### src/rtl/core/rit_pkg.sv
`timescale 1ns / 1ps
// ----------------------------------------------------------------------------
// rit_pkg
// Types, codes and helpers shared by the I/O and interval-timer peripheral.
// ----------------------------------------------------------------------------
package rit_pkg;

   localparam int TicksWidth = 18;

   typedef enum logic [2:0] {
      MODE_TICK   = 3'd0,
      MODE_READ   = 3'd1,
      MODE_WRITE  = 3'd2,
      MODE_PINS_A = 3'd3,
      MODE_PINS_B = 3'd4
   } mode_type;

   typedef enum logic [1:0] {
      PH_IDLE      = 2'd0,
      PH_COUNTING  = 2'd1,
      PH_FINISHING = 2'd2
   } phase_type;

   // address decode
   localparam logic [4:0] WR_DEC_MASK  = 5'h14;
   localparam logic [4:0] WR_DEC_TIMER = 5'h14;
   localparam logic [4:0] WR_DEC_EDGE  = 5'h04;
   localparam logic [4:0] RD_DEC_MASK  = 5'h05;
   localparam logic [4:0] RD_DEC_FLAGS = 5'h05;
   localparam logic [4:0] RD_DEC_TIMER = 5'h04;

   localparam int FLAG_PA7   = 0;
   localparam int FLAG_TIMER = 1;

   localparam logic [7:0]            TIMER_FULL   = 8'hff;
   localparam logic [TicksWidth-1:0] FINISH_TICKS = 18'd256;

   typedef struct packed {
      logic       tick;
      logic       load;
      logic [1:0] sel;
      logic [7:0] data;
   } timer_cmd_type;

   typedef struct packed {
      logic [7:0] value;
      logic       finishing;
      logic       expire;
   } timer_stat_type;

   typedef struct packed {
      logic [7:0] port_b_dir;
      logic [7:0] port_b_out;
      logic [7:0] port_a_dir;
      logic [7:0] port_a_out;
      logic       irq;
      logic [7:0] read_data;
   } result_type;

   function automatic logic [3:0] shift_of(input logic [1:0] sel);
      logic [3:0] s;
      case (sel)
         2'd0:    s = 4'd0;
         2'd1:    s = 4'd3;
         2'd2:    s = 4'd6;
         default: s = 4'd10;
      endcase
      return s;
   endfunction

   function automatic logic [7:0] effective(input logic [7:0] latch,
                                            input logic [7:0] dir,
                                            input logic [7:0] pins);
      return (latch & dir) | (pins & ~dir);
   endfunction

endpackage

### src/rtl/core/rit_timer.sv
`timescale 1ns / 1ps
// ----------------------------------------------------------------------------
// rit_timer
// Interval timer: prescaled countdown, then 256 single ticks after expiry.
// ----------------------------------------------------------------------------
module rit_timer (
   input  logic                   clock,
   input  logic                   reset,
   input  rit_pkg::timer_cmd_type cmd,
   output rit_pkg::timer_stat_type stat
);

   rit_pkg::phase_type                phase_ff, phase_in;
   logic [rit_pkg::TicksWidth-1:0]    ticks_ff, ticks_in;
   logic [3:0]                        shift_ff, shift_in;
   logic [rit_pkg::TicksWidth-1:0]    remain;
   logic [rit_pkg::TicksWidth-1:0]    scaled;
   logic [3:0]                        load_shift;
   logic                              expire;

   always_ff @(posedge clock) begin
      if (reset) begin
         phase_ff <= rit_pkg::PH_IDLE;
         ticks_ff <= '0;
         shift_ff <= '0;
      end else begin
         phase_ff <= phase_in;
         ticks_ff <= ticks_in;
         shift_ff <= shift_in;
      end
   end

   assign remain     = (ticks_ff != '0) ? ticks_ff - 1'b1 : '0;
   assign scaled     = remain >> shift_ff;
   assign load_shift = rit_pkg::shift_of(cmd.sel);

   always_comb begin
      phase_in = phase_ff;
      ticks_in = ticks_ff;
      shift_in = shift_ff;
      expire   = 1'b0;
      if (cmd.load) begin
         shift_in = load_shift;
         phase_in = rit_pkg::PH_COUNTING;
         ticks_in = (rit_pkg::TicksWidth'(cmd.data) << load_shift) + 1'b1;
      end else if (cmd.tick && phase_ff != rit_pkg::PH_IDLE) begin
         if (remain != '0) begin
            ticks_in = remain;
         end else if (phase_ff == rit_pkg::PH_COUNTING) begin
            phase_in = rit_pkg::PH_FINISHING;
            ticks_in = rit_pkg::FINISH_TICKS;
            expire   = 1'b1;
         end else begin
            phase_in = rit_pkg::PH_IDLE;
            ticks_in = '0;
         end
      end
   end

   always_comb begin
      unique case (phase_ff)
         rit_pkg::PH_COUNTING:  stat.value = scaled[7:0];
         rit_pkg::PH_FINISHING: stat.value = remain[7:0];
         default:               stat.value = 8'h00;
      endcase
      stat.finishing = (phase_ff == rit_pkg::PH_FINISHING);
      stat.expire    = expire;
   end

   a_idle_empty: assert property (@(posedge clock) disable iff (reset)
      (phase_ff == rit_pkg::PH_IDLE) == (ticks_ff == '0))
      else $error("timer phase and tick count disagree");

   a_finish_range: assert property (@(posedge clock) disable iff (reset)
      (phase_ff == rit_pkg::PH_FINISHING) |-> (ticks_ff <= rit_pkg::FINISH_TICKS))
      else $error("finishing count out of range");

endmodule

### src/rtl/core/rit_core.sv
`timescale 1ns / 1ps
// ----------------------------------------------------------------------------
// rit_core
// Port registers, PA7 edge detector, interrupt flags and bus decode.
// ----------------------------------------------------------------------------
module rit_core (
   input  logic                clock,
   input  logic                reset,
   input  logic                go,
   input  rit_pkg::mode_type   mode,
   input  logic [4:0]          offset,
   input  logic [7:0]          data,
   input  logic [7:0]          mask,
   output rit_pkg::result_type result
);

   logic [7:0] pins_a_ff, pins_a_in, pins_b_ff, pins_b_in;
   logic [7:0] latch_a_ff, latch_a_in, latch_b_ff, latch_b_in;
   logic [7:0] dir_a_ff, dir_a_in, dir_b_ff, dir_b_in;
   logic [1:0] flag_ff, flag_in, enable_ff, enable_in;
   logic       edge_ff, edge_in, last_pa7_ff, last_pa7_in;
   logic [7:0] rd;
   logic       chk_pa7;
   logic [7:0] pa_view;
   logic       level;
   logic       keep_tflag;

   rit_pkg::timer_cmd_type  tcmd;
   rit_pkg::timer_stat_type tstat;

   rit_timer u_timer (
      .clock (clock),
      .reset (reset),
      .cmd   (tcmd),
      .stat  (tstat)
   );

   always_ff @(posedge clock) begin
      if (reset) begin
         pins_a_ff   <= '0;
         pins_b_ff   <= '0;
         latch_a_ff  <= '0;
         latch_b_ff  <= '0;
         dir_a_ff    <= '0;
         dir_b_ff    <= '0;
         flag_ff     <= '0;
         enable_ff   <= '0;
         edge_ff     <= 1'b0;
         last_pa7_ff <= 1'b0;
      end else begin
         pins_a_ff   <= pins_a_in;
         pins_b_ff   <= pins_b_in;
         latch_a_ff  <= latch_a_in;
         latch_b_ff  <= latch_b_in;
         dir_a_ff    <= dir_a_in;
         dir_b_ff    <= dir_b_in;
         flag_ff     <= flag_in;
         enable_ff   <= enable_in;
         edge_ff     <= edge_in;
         last_pa7_ff <= last_pa7_in;
      end
   end

   always_comb begin
      tcmd      = '0;
      tcmd.sel  = offset[1:0];
      tcmd.data = data;
      if (go) begin
         tcmd.tick = (mode == rit_pkg::MODE_TICK);
         tcmd.load = (mode == rit_pkg::MODE_WRITE) &&
                     ((offset & rit_pkg::WR_DEC_MASK) == rit_pkg::WR_DEC_TIMER);
      end
   end

   assign keep_tflag = tstat.finishing && (tstat.value == rit_pkg::TIMER_FULL);

   always_comb begin
      pins_a_in   = pins_a_ff;
      pins_b_in   = pins_b_ff;
      latch_a_in  = latch_a_ff;
      latch_b_in  = latch_b_ff;
      dir_a_in    = dir_a_ff;
      dir_b_in    = dir_b_ff;
      flag_in     = flag_ff;
      enable_in   = enable_ff;
      edge_in     = edge_ff;
      last_pa7_in = last_pa7_ff;
      rd          = 8'h00;
      chk_pa7     = 1'b0;
      if (go) begin
         unique case (mode)
            rit_pkg::MODE_READ: begin
               if ((offset & rit_pkg::RD_DEC_MASK) == rit_pkg::RD_DEC_FLAGS) begin
                  rd = {flag_ff[rit_pkg::FLAG_TIMER], flag_ff[rit_pkg::FLAG_PA7], 6'b0};
                  flag_in[rit_pkg::FLAG_PA7] = 1'b0;
               end else if ((offset & rit_pkg::RD_DEC_MASK) == rit_pkg::RD_DEC_TIMER) begin
                  rd = tstat.value;
                  enable_in[rit_pkg::FLAG_TIMER] = offset[3];
                  if (!keep_tflag) begin
                     flag_in[rit_pkg::FLAG_TIMER] = 1'b0;
                  end
               end else if (offset[1]) begin
                  rd = offset[0] ? dir_b_ff : rit_pkg::effective(latch_b_ff, dir_b_ff, pins_b_ff);
               end else begin
                  rd = offset[0] ? dir_a_ff : rit_pkg::effective(latch_a_ff, dir_a_ff, pins_a_ff);
               end
            end
            rit_pkg::MODE_WRITE: begin
               if ((offset & rit_pkg::WR_DEC_MASK) == rit_pkg::WR_DEC_TIMER) begin
                  enable_in[rit_pkg::FLAG_TIMER] = offset[3];
                  if (!keep_tflag) begin
                     flag_in[rit_pkg::FLAG_TIMER] = 1'b0;
                  end
               end else if ((offset & rit_pkg::WR_DEC_MASK) == rit_pkg::WR_DEC_EDGE) begin
                  enable_in[rit_pkg::FLAG_PA7] = offset[1];
                  edge_in = offset[0];
               end else if (offset[1]) begin
                  if (offset[0]) begin
                     dir_b_in = data;
                  end else begin
                     latch_b_in = data;
                  end
               end else begin
                  if (offset[0]) begin
                     dir_a_in = data;
                  end else begin
                     latch_a_in = data;
                  end
                  chk_pa7 = 1'b1;
               end
            end
            rit_pkg::MODE_PINS_A: begin
               pins_a_in = (pins_a_ff & ~mask) | (data & mask);
               chk_pa7   = 1'b1;
            end
            rit_pkg::MODE_PINS_B: begin
               pins_b_in = (pins_b_ff & ~mask) | (data & mask);
            end
            default: ;
         endcase
      end
      if (tstat.expire) begin
         flag_in[rit_pkg::FLAG_TIMER] = 1'b1;
      end
      pa_view = rit_pkg::effective(latch_a_in, dir_a_in, pins_a_in);
      level   = pa_view[7];
      if (chk_pa7) begin
         if (level != last_pa7_ff && level == edge_ff) begin
            flag_in[rit_pkg::FLAG_PA7] = 1'b1;
         end
         last_pa7_in = level;
      end
   end

   always_comb begin
      result.read_data  = rd;
      result.irq        = |(flag_in & enable_in);
      result.port_a_out = latch_a_in;
      result.port_a_dir = dir_a_in;
      result.port_b_out = latch_b_in;
      result.port_b_dir = dir_b_in;
   end

   a_expire_flag: assert property (@(posedge clock) disable iff (reset)
      tstat.expire |=> flag_ff[rit_pkg::FLAG_TIMER])
      else $error("timer expiry did not raise the timer flag");

endmodule

### src/rtl/core/ram_io_timer_peripheral_top.sv
`timescale 1ns / 1ps
// ----------------------------------------------------------------------------
// ram_io_timer_peripheral_top
// Two-port I/O and interval-timer peripheral with stream interfaces.
// ----------------------------------------------------------------------------
// Takes one item per clock while req_tready is high and returns exactly one
// result per item: an input register feeds the decode and state update, whose
// outcome lands in the result register. All state changes for an item happen
// as it moves from the input register, so a new item may follow every cycle;
// while a result waits for rsp_tready the input register still holds one
// item, and req_tready drops only once both registers are full.
module ram_io_timer_peripheral_top (
   input  logic        clock,
   input  logic        reset,
   input  logic        req_tvalid,
   output logic        req_tready,
   input  logic [23:0] req_tdata,   // offset[4:0], data[12:5], mask[20:13], zero pad
   input  logic [2:0]  req_tuser,   // mode[2:0]
   output logic        rsp_tvalid,
   input  logic        rsp_tready,
   output logic [47:0] rsp_tdata    // read_data[7:0], irq[8], port_a_out[16:9],
                                    // port_a_dir[24:17], port_b_out[32:25],
                                    // port_b_dir[40:33], zero pad
);

   logic                in_valid_ff, in_valid_in;
   rit_pkg::mode_type   in_mode_ff;
   logic [4:0]          in_offset_ff;
   logic [7:0]          in_data_ff, in_mask_ff;
   logic                rsp_valid_ff, rsp_valid_in;
   rit_pkg::result_type rsp_ff, result;
   logic                advance, req_fire;

   assign advance    = in_valid_ff && (!rsp_valid_ff || rsp_tready);
   assign req_tready = !in_valid_ff || advance;
   assign req_fire   = req_tvalid && req_tready;

   always_comb begin
      in_valid_in = in_valid_ff;
      if (req_fire) begin
         in_valid_in = 1'b1;
      end else if (advance) begin
         in_valid_in = 1'b0;
      end
      rsp_valid_in = rsp_valid_ff;
      if (advance) begin
         rsp_valid_in = 1'b1;
      end else if (rsp_tready) begin
         rsp_valid_in = 1'b0;
      end
   end

   always_ff @(posedge clock) begin
      if (reset) begin
         in_valid_ff  <= 1'b0;
         rsp_valid_ff <= 1'b0;
      end else begin
         in_valid_ff  <= in_valid_in;
         rsp_valid_ff <= rsp_valid_in;
      end
   end

   always_ff @(posedge clock) begin
      if (req_fire) begin
         in_mode_ff   <= rit_pkg::mode_type'(req_tuser);
         in_offset_ff <= req_tdata[4:0];
         in_data_ff   <= req_tdata[12:5];
         in_mask_ff   <= req_tdata[20:13];
      end
      if (advance) begin
         rsp_ff <= result;
      end
   end

   rit_core u_core (
      .clock  (clock),
      .reset  (reset),
      .go     (advance),
      .mode   (in_mode_ff),
      .offset (in_offset_ff),
      .data   (in_data_ff),
      .mask   (in_mask_ff),
      .result (result)
   );

   assign rsp_tvalid = rsp_valid_ff;
   assign rsp_tdata  = {7'b0, rsp_ff.port_b_dir, rsp_ff.port_b_out, rsp_ff.port_a_dir,
                        rsp_ff.port_a_out, rsp_ff.irq, rsp_ff.read_data};

   a_stall_full: assert property (@(posedge clock) disable iff (reset)
      !req_tready |-> (in_valid_ff && rsp_valid_ff && !rsp_tready))
      else $error("input stalled while the pipeline has room");

endmodule

### config.mk
export PLATFORM = sky130hd
export DESIGN_NAME = ram_io_timer_peripheral_top
export DESIGN_NICKNAME = d
export VERILOG_FILES = /design/src/rtl/core/rit_pkg.sv /design/src/rtl/core/rit_timer.sv /design/src/rtl/core/rit_core.sv /design/src/rtl/core/ram_io_timer_peripheral_top.sv
export SDC_FILE = /design/constraint.sdc
export NUM_CORES = 1
export LEC_CHECK = 0
export BUFFER_PORTS_ARGS = -buffer_cell sky130_fd_sc_hd__buf_2
export CAP_MARGIN = 30
export CELL_PAD_IN_SITES_DETAIL_PLACEMENT = 0
export CELL_PAD_IN_SITES_GLOBAL_PLACEMENT = 1
export CORE_ASPECT_RATIO = 1.4
export CORE_MARGIN = 2
export CORE_UTILIZATION = 46
export DETAILED_ROUTE_END_ITERATION = 10
export PLACE_DENSITY = 0.82
export SYNTH_ARGS = -nofsm -noshare
export SYNTH_HDL_FRONTEND = slang
export SYNTH_HIERARCHICAL = 1
export SYNTH_SLANG_ARGS = --single-unit
### constraint.sdc
create_clock -name clock -period 4.23 [get_ports clock]
set_input_delay 0.423 -clock clock [delete_from_list [all_inputs] [get_ports clock]]
set_output_delay 0.423 -clock clock [all_outputs]
set_load 0.03 [all_outputs]
Word level (Yosys, flattened, before mapping)

Index checks and enable logic that the tools add are counted.

Multiplexer cells: 75
Reduce and logical (&&, ||, !) cells: 25
Add/sub/neg operators: 2
Equality and inequality tests: 16
Bitwise logic cells: 22
Shift-type cells: 2

Operators by type and width:

| cell                                               | count |
|---|---|
| 2-to-1 mux 8 bit                                   | 31 |
| bitwise AND 8 bit                                  | 9 |
| 2-to-1 mux 18 bit                                  | 4 |
| OR 8 bit                                           | 5 |
| nonzero test 18 bit                                | 2 |
| NOT 8 bit                                          | 4 |
| 2-to-1 mux 1 bit                                   | 30 |
| adder 18 x 1 -> 18 bit, second input constant      | 1 |
| left shift 8 x 4 -> 18 bit                         | 1 |
| >> shifter 18 x 4 -> 8 bit                         | 1 |
| subtractor 18 x 1 -> 18 bit, second input constant | 1 |
| case mux 8 bit (2 select lines)                    | 1 |
| case mux 4 bit (3 select lines)                    | 1 |
| == test 2 bit, second input constant               | 5 |
| 2-to-1 mux 9 bit                                   | 1 |
| == test 8 bit, second input constant               | 1 |
| 2-to-1 mux 2 bit                                   | 4 |
| nonzero test 2 bit                                 | 4 |
| == test 2 x 1 -> 1 bit, second input constant      | 3 |
| == test 3 x 2 -> 1 bit, second input constant      | 2 |
| logical AND 1 bit                                  | 6 |
| case mux 1 bit (2 select lines)                    | 3 |
| AND reduction 2 bit                                | 3 |
| OR reduction 2 bit                                 | 3 |
| other kinds (12)                                   | 16 |

Input bits: 31
Logic and storage cells: 169
Bits in registers: 145

Depth between registers and ports, before layout

Gate-level depths: netlist (run 1).

Depth in word-level cells: 15
Mapped depth: 18
Mapped depth without buffers: 16

Modules after synthesis

The synthesis (run 1) kept the hierarchy.

By module, submodules not included:

| module                      | sequential area each (µm²) | area an instance (µm²) | cells an instance | instances |
|---|---|---|---|---|
| rit_timer                   | 480.5                      | 3176.8                 | 459               | 1 |
| rit_core                    | 1081.0                     | 2716.4                 | 318               | 1 |
| ram_io_timer_peripheral_top | 1991.9                     | 2112.0                 | 83                | 1 |

Least setup slack after synthesis (run 1)

Ideal clock, no wire load.

Path kind: register -> register
Start: register u_core/u_timer/ticks_ff[0] in the netlist's numbering
End: register rsp_ff, in the netlist rsp_tdata[8], data pin
Stages on the path, launching flop included: 18
Data required time: 4.085 ns
Setup slack: 1.021 ns
Library setup time: 0.145 ns
Arrival time: 3.064 ns
Cells stage by stage: dfxtp_1 inv_1 ha_1 buf_2 nor4b_4 nand3_2 or3_1 xor2_1 mux4_2 nor2_4 a21oi_1 o21ai_1 nand4_1 nor3_1 o21ai_0 nand2b_1 a21oi_1 o21ai_1

RTL lines:

| what                     | RTL line                          | source |
|---|---|---|
| start: declaration       | rit_timer.sv:14                   | `logic [rit_pkg::TicksWidth-1:0] ticks_ff, ticks_in;` |
| start signal: assignment | rit_timer.sv:28                   | `ticks_ff <= ticks_in;` |
| end signal: assignment   | ram_io_timer_peripheral_top.sv:71 | `rsp_ff <= result;` |
| end: declaration         | ram_io_timer_peripheral_top.sv:31 | `rit_pkg::result_type rsp_ff, result;` |

==> metrics.txt, run 1 <==
status=completed; layout cells sized above 1=0.209; combinational power share=0.076; Req. time, crit path=4.50 ns; dpl hpwl=16,100 um; Hold Crit Start=req_tdata[4]; Yosys warnings=6; Unique masters post-synth=86; Slew Limit Fails=0; DR vias=6,753; maximum clock path buffer count=2; routability cong.=0.940; most common library cells after synthesis=80 x dfxtp_1, 79 x nand2_1, 65 x edfxtp_1, 60 x nor2_1, 59 x o21ai_0; number of global-route vias before repair=6,467; DRT Pass-1 Iters=5; Crit-path slowest cell=mux4_2; maxcap violations=0; Final Hold Viols=0; Crit path depth=18; fin area=9140 sq um; top cells by area, synth=edfxtp_1 24%, dfxtp_1 20%, mux2_2 4.9%; clock network power share=0.443; Max IR drop VDD=0.468 mV; Switching Share=0.247; flop-to-flop setup slack=0.36 ns; Diodes inserted=0; dominant cell type by area after synthesis=edfxtp_1; Leak Pwr=3.46 nW; Final Critical Period=3.87 ns; core area=17,200 sq um; crit end category=flop; Worst Hold Class=input pin to flop; Syn Inst Count=860; Setup TNS=0 ns; Reg power frac=0.482; Critical Path AT=4.14 ns; grt met2 use=0.433; DR WL/cell=19.0 um; antenna violations before repair=0; post-synth top area share=0.244; sequential area share after synthesis=0.444; die width=115 um; IO Pins=81; hold path depth=1; Worst Hold End=in_offset_ff[4]$_DFFE_PP_; Post-Synthesis Cell Area=8010 sq um; Cell Area, Placed=8580 sq um; Hold Buf Count CTS=0; grt met3 use=0.0254; CTS clock-pin slew for the worst setup and hold paths=0.06 ns; Initial DRC Count=567; power per cell area=348 nW/um^2; worst reg2reg endpoint=rsp_tdata[8]$_DFFE_PP_; CP Buf/Inv Count=3; CP max stage delay=0.53 ns; clk_lat worst skew=0.41 ns; FMAX=258 MHz; Starting Density=0.466; register bit total from synthesis=145; Overall Global Routing Usage=0.245; synthesized area per cell=9.31 sq um; met1 Track Usage GR=0.290; NetSw=0.785 mW; worst r2r path cells=18; TritonCTS clock tree=done; unrepaired setup endpoints after global routing=no; worst r2r src=u_core/u_timer/ticks_ff[0]$_SDFFE_PP0P_; Die Y=160 um; Clock Skews=0.0126 ns; final routed DRC violation total=0; count leader, synth=dfxtp_1; Internal Power=2.40 mW; Nets=954; full die area=18,500 sq um; asr flop ratio synth=0; via-per-instance ratio=5.79; grt ovf=0; CTS Root Cell=clkbuf_16; CTS sink cnt=145; Top FF cell, synth=dfxtp_1; slew margin rel.=0.437; WS Path Type=flop to flop; GR peak layer=met2; Final ANT Viol Nets=0; Rows=57; Worst Max-Slew Pin Slew=0.844 ns; CP max FO=9; area delta synth->final=14.2%; first-pass GRT wire length=35,100 um; startpoint types=flop; Port Buf Inserts=70; period utilization=0.915; number of enable flip-flop cells after synthesis=65; Num CTS Buffers=17; largest net degree at the start of global routing=44; Max H-tree Level=4; drt total wl=22,200 um; CP delay by family, top=simple AND/OR/NAND/NOR gates; CP Cell Sequence=inv_1, ha_1, buf_4, nor4b_4, nand3_2, or3_1, xor2_1, mux4_2, nor2_4, a21oi_1, o21ai_1, nand4_1, nor3_1, buf_4, o21ai_0, nand2b_1, a21oi_1, o21ai_1; # setup viols final=0
## worst max-delay path by stage
stage | startpoint | end | slack (ns)
CTS | u_core/u_timer/ticks_ff[0]$_SDFFE_PP0P_ | rsp_tdata[8]$_DFFE_PP_ | 0.27
floorplan | u_core/u_timer/ticks_ff[0]$_SDFFE_PP0P_ | rsp_tdata[8]$_DFFE_PP_ | 1.02
global placement | u_core/u_timer/ticks_ff[0]$_SDFFE_PP0P_ | rsp_tdata[8]$_DFFE_PP_ | 0.30
global route | u_core/u_timer/ticks_ff[0]$_SDFFE_PP0P_ | rsp_tdata[8]$_DFFE_PP_ | 0.04
finish | u_core/u_timer/ticks_ff[0]$_SDFFE_PP0P_ | rsp_tdata[8]$_DFFE_PP_ | 0.36
detailed placement | u_core/u_timer/ticks_ff[0]$_SDFFE_PP0P_ | rsp_tdata[8]$_DFFE_PP_ | 0.31
## final cells by class
type	count	area, sq um
Timing Repair Buffer	98	561
Inverter	20	75.1
Clock inverter	12	109
Tap cell	236	295
Clock buffer	20	447
Fill cell	1588	8050
Multi-Input combinational cell	635	4100
Sequential cell	145	3550
## power by group through the flow
stage	Clock (mW)	Sequential (mW)	Combinational, mW
3_3_place_gp	0	1.56	0.237
5_1_grt	1.48	1.54	0.261
4_1_cts	1.44	1.53	0.239
3_5_place_dp	0	1.56	0.238
6_report	1.41	1.53	0.241
2_1_floorplan	0	1.57	0.147
## worst register-to-register path: stages (launching register included)
cell and delay (ns):
dfxtp_1 0.35, inv_1 0.22, ha_1 0.20, buf_4 0.16, nor4b_4 0.31, nand3_2 0.12, or3_1 0.34, xor2_1 0.20
mux4_2 0.53, nor2_4 0.12, a21oi_1 0.08, o21ai_1 0.21, nand4_1 0.11, nor3_1 0.28, buf_4 0.18, o21ai_0 0.06
nand2b_1 0.11, a21oi_1 0.07, o21ai_1 0.07
## cells in the final DEF, fill, tap and decap left out, types with 4 or more instances in the layout
| master | count |
|---|---|
| or2_2 | 5 |
| buf_2 | 70 |
| xnor2_1 | 9 |
| a21oi_1 | 53 |
| nand3b_1 | 4 |
| nor2b_1 | 42 |
| nand2_1 | 79 |
| and3_1 | 6 |
| clkinv_2 | 4 |
| a221oi_1 | 12 |
| nor3_1 | 16 |
| nand4_1 | 10 |
| o211ai_1 | 6 |
| mux2i_1 | 17 |
| nand2b_1 | 23 |
| mux2_2 | 35 |
| o21ai_0 | 59 |
| conb_1 | 7 |
| or3_1 | 8 |
| ha_1 | 6 |
| dfxtp_1 | 80 |
| edfxtp_1 | 65 |
| buf_4 | 28 |
| a22o_1 | 4 |
| clkbuf_16 | 17 |
| nand3_1 | 44 |
| a22oi_1 | 11 |
| a211oi_1 | 11 |
| inv_1 | 19 |
| nor4_1 | 6 |
| xor2_1 | 11 |
| a31oi_1 | 7 |
| nor2_1 | 60 |
| or4_1 | 5 |
## metal layers
layer / wire length (um) / vias to the layer above
met5: 0 / -
met3: 735 / 48
met4: 882 / 0
met1: 8790 / 3229
met2: 11700 / 213
li1: - / 3263
## what timing repair did
action	CTS	global route
gates resized for setup	0	1
buffers inserted	0	0
setup endpoints to repair	0	1
hold endpoints to repair	0	0
## cell families (layout without fill, tap and decap cells)
| kind of cell | Yosys count | count (layout) | share of synthesized area |
|---|---|---|---|
| buf+inv | 86 | 150 | 0.0485 |
| compound gates | 206 | 206 | 0.165 |
| fa+ha+maj | 6 | 6 | 0.00938 |
| mux | 55 | 55 | 0.0783 |
| xor+xnor | 20 | 20 | 0.0219 |
| flops | 145 | 145 | 0.444 |
| other cells | 1 | 7 | 0.000468 |
| simple gates | 341 | 341 | 0.233 |
## through the flow
stage	util	power, mW	hold slack, ns	setup slack [ns]	cells
2_1_floorplan	-	1.72	0.437	1.02	866
4_1_cts	0.531	3.21	0.167	0.273	1166
3_5_place_dp	0.499	1.80	0.449	0.314	1134
5_1_grt	0.532	3.28	0.169	0.0393	1166
3_3_place_gp	0.499	1.80	0.443	0.303	1134
6_report	0.532	3.18	0.181	0.359	1166
(Power assumes the default switching activity.)
==> inputs of run 2 (changes only) <==
ABC_AREA = 1   (was not set)
CORE_UTILIZATION = 44   (was 46)
PLACE_DENSITY = 0.83   (was 0.82)
==> run 2 against run 1 <==
Sequential share of layout area down 0.11 points. Worst setup slack gained 0.50 ns. Critical path depth is the same. Synthesized cell count rose by 25%. Non-clock buffer count decreased by 16. Clock power increased by 9%.
==> metrics.txt, run 2 <==
Post-Synthesis Cell Area=8060 sq um (+0.72%); Reg power frac=0.446 (-0.036); Req. time, crit path=4.52 ns (+0.02 ns); startpoint types=flop; unrepaired setup endpoints after global routing=no; routability cong.=0.895 (-4.7%); dpl hpwl=17,400 um (+8.6%); Final Hold Viols=0 (unchanged); synthesized area per cell=7.52 sq um (-19%); Max IR drop VDD=0.365 mV (-22%); Critical Path AT=3.66 ns (-0.48 ns); largest net degree at the start of global routing=44 (unchanged); CP Cell Sequence=inv_1, ha_1, nand3_1, nor2_4, nand2_4, nand3_1, nand2_1, nand2_1, nand2_1, a21oi_1, nor2_1, nand2_1, a21oi_1, nand3_1, o31ai_1, a21o_1, nand2_1, nand2_1; commonest non-fill, non-tap cell in the layout=nand2_1; post-synth top area share=0.242 (-0.00174); wl on met1=9630 um (+9.5%); Fillers=1,896 (+19%); Final ANT Viol Nets=0 (unchanged); Overall Global Routing Usage=0.245 (+0.000319); sequential area share after synthesis=0.441 (-0.00317); maxcap violations=0 (unchanged); via-per-instance ratio=5.36 (-7.5%); CP max FO=42 (+33); Hold Buf Count CTS=0 (unchanged); Post-CTS Setup Inserts=0 (unchanged); Setup TNS=0 ns (unchanged); Crit-path slowest cell=dfxtp_1; drt total wl=23,600 um (+6.7%); full die area=19,400 sq um (+5.1%); antenna violations before repair=0 (unchanged); Starting Density=0.448 (-0.0178); register area=3550 sq um (unchanged); Internal Power=2.46 mW (+2.4%); asr flop ratio synth=0 (unchanged); register bit total from synthesis=145 (unchanged); met3 WL=932 um (+27%); final routed DRC violation total=0 (unchanged); top cells by area, synth=edfxtp_1 24%, dfxtp_1 20%, nand2_1 10%; Port Buf Inserts=70 (unchanged); power per cell area=376 nW/um^2 (+7.9%); Num CTS Buffers=17 (unchanged); met2 wire length=11,600 um (-1.3%); status=completed; IO Pins=81 (unchanged); Final Util=0.509 (-0.0225); period utilization=0.798 (-0.117); cts repair resizes=0 (unchanged); Switching Share=0.287 (+0.0400); first-pass GRT wire length=36,900 um (+5.2%); Syn Inst Count=1,072 (+25%); Worst Max-Slew Pin Slew=0.956 ns (+0.111 ns); Max H-tree Level=4 (unchanged); Yosys warnings=6 (unchanged); CP max stage delay=0.42 ns (-0.11 ns); Leak Pwr=4.19 nW (+21%); Initial DRC Count=486 (-14%); Clock Skews=0.0153 ns (+0.00267 ns); crit end category=flop; slew margin rel.=0.362 (-0.0748); layout cells sized above 1=0.153 (-0.0554); CTS clock-pin slew for the worst setup and hold paths=0.07 ns (about the same); DRT Pass-1 Iters=6 (+1); Final Critical Period=3.37 ns (-0.496 ns); area of the multi-input gates=3690 sq um (-9.9%); Rows=58 (+1.8%); Worst Hold Class=input pin to flop; dominant cell type by area after synthesis=edfxtp_1; DR vias=7,401 (+9.6%); TritonCTS clock tree=done; most common library cells after synthesis=216 x nand2_1, 140 x inv_1, 123 x nand3_1, 112 x nor2_1, 80 x dfxtp_1; clock network power share=0.445 (+0.002); CTS sink cnt=145 (unchanged); Slew Limit Fails=0 (unchanged); NetSw=0.987 mW (+26%); number of global-route vias before repair=7,005 (+8.3%); Top FF cell, synth=dfxtp_1; number of enable flip-flop cells after synthesis=65 (unchanged); # setup viols final=0 (unchanged); Nets=1,166 (+22%); die width=118 um (+2.5%); core area=18,000 sq um (+4.7%); clk_lat worst skew=0.42 ns (about the same); most frequent cells in the layout=216 x nand2_1, 140 x inv_1, 123 x nand3_1; FMAX=296 MHz (+15%); CTS Root Cell=clkbuf_16; area delta synth->final=13.7%; WHS=0.173 ns (-0.00850 ns); Unique masters post-synth=47 (-45%); maximum clock path buffer count=2 (unchanged); DR WL/cell=17.1 um (-10%); Top Metal Used=met4; combinational power share=0.109 (+0.033); count leader, synth=nand2_1; Die Y=164 um (+2.6%); Diodes inserted=0 (unchanged); Worst path most repeated cell=nand2_1; WS Path Type=flop to flop; grt ovf=0 (unchanged)
-- run 2: power by group through the flow --
| stage | Sequential, mW | Clock (mW) | Combinational [mW] |
|---|---|---|---|
| final | 1.53 | 1.53 | 0.375 |
| after global routing | 1.54 | 1.62 | 0.412 |
| after CTS | 1.53 | 1.56 | 0.373 |
| after detailed placement | 1.57 | 0 | 0.371 |
| after global placement | 1.57 | 0 | 0.371 |
| after floorplan | 1.58 | 0 | 0.255 |
-- run 2: layout make-up --
class	count	area share
Timing Repair Buffer	82	0.0481
Clock inverter	15	0.0194
Sequential cell	145	0.388
Clock buffer	17	0.0464
Tap cell	240	0.0328
Inverter	153	0.0627
Multi-Input combinational cell	730	0.403
-- run 2: kinds of logic after synthesis --
logic type | after synthesis | share of synthesized area
simple gates | 528 | 0.305
xor+xnor | 3 | 0.00419
buf+inv | 203 | 0.106
fa+ha+maj | 6 | 0.00931
other cells | 1 | 0.000465
compound gates | 186 | 0.135
flops | 145 | 0.441
-- run 2: worst max-delay path, delay by kind of cell (launching register included) --
| family | cells | cell delay, ns |
|---|---|---|
| AND/OR/NAND/NOR | 12 | 1.60 |
| adder cells (fa/ha/maj) | 1 | 0.20 |
| flip-flops | 1 | 0.42 |
| AO/OA/AOI/OAI | 4 | 0.91 |
| buffers and inverters | 1 | 0.10 |
-- run 2: metal layers --
layer | vias up | GRT usage
met1 | 3390 | 0.281
met3 | 65 | 0.0257
li1 | 3688 | -
met5 | - | 0
met2 | 258 | 0.434
met4 | 0 | 0.161
-- run 2: metrics by stage --
stage                     setup WS, ns  power (mW)  cells  area [sq um]
after CTS                        0.886        3.46   1382          9170
after detailed placement         0.948        1.94   1350          8560
after floorplan                  0.746        1.83   1078          8090
final                            0.855        3.44   1382          9170
after global placement           0.966        1.94   1349          8550
after global routing             0.646        3.57   1382          9170
-- run 2: path summary, 6_finish.rpt --
path                                           startpoint                 endpoint  slack (ns)  depth (start not counted)
hold reg to reg                                      flop                     flop        0.46                          2
setup reg to reg  u_core/u_timer/ticks_ff[1]$_SDFFE_PP0P_   rsp_tdata[8]$_DFFE_PP_        0.86                         18
hold / removal                               req_tuser[0]  in_mode_ff[0]$_DFFE_PP_        0.17                          1
setup / recovery  u_core/u_timer/ticks_ff[1]$_SDFFE_PP0P_   rsp_tdata[8]$_DFFE_PP_        0.86                         18
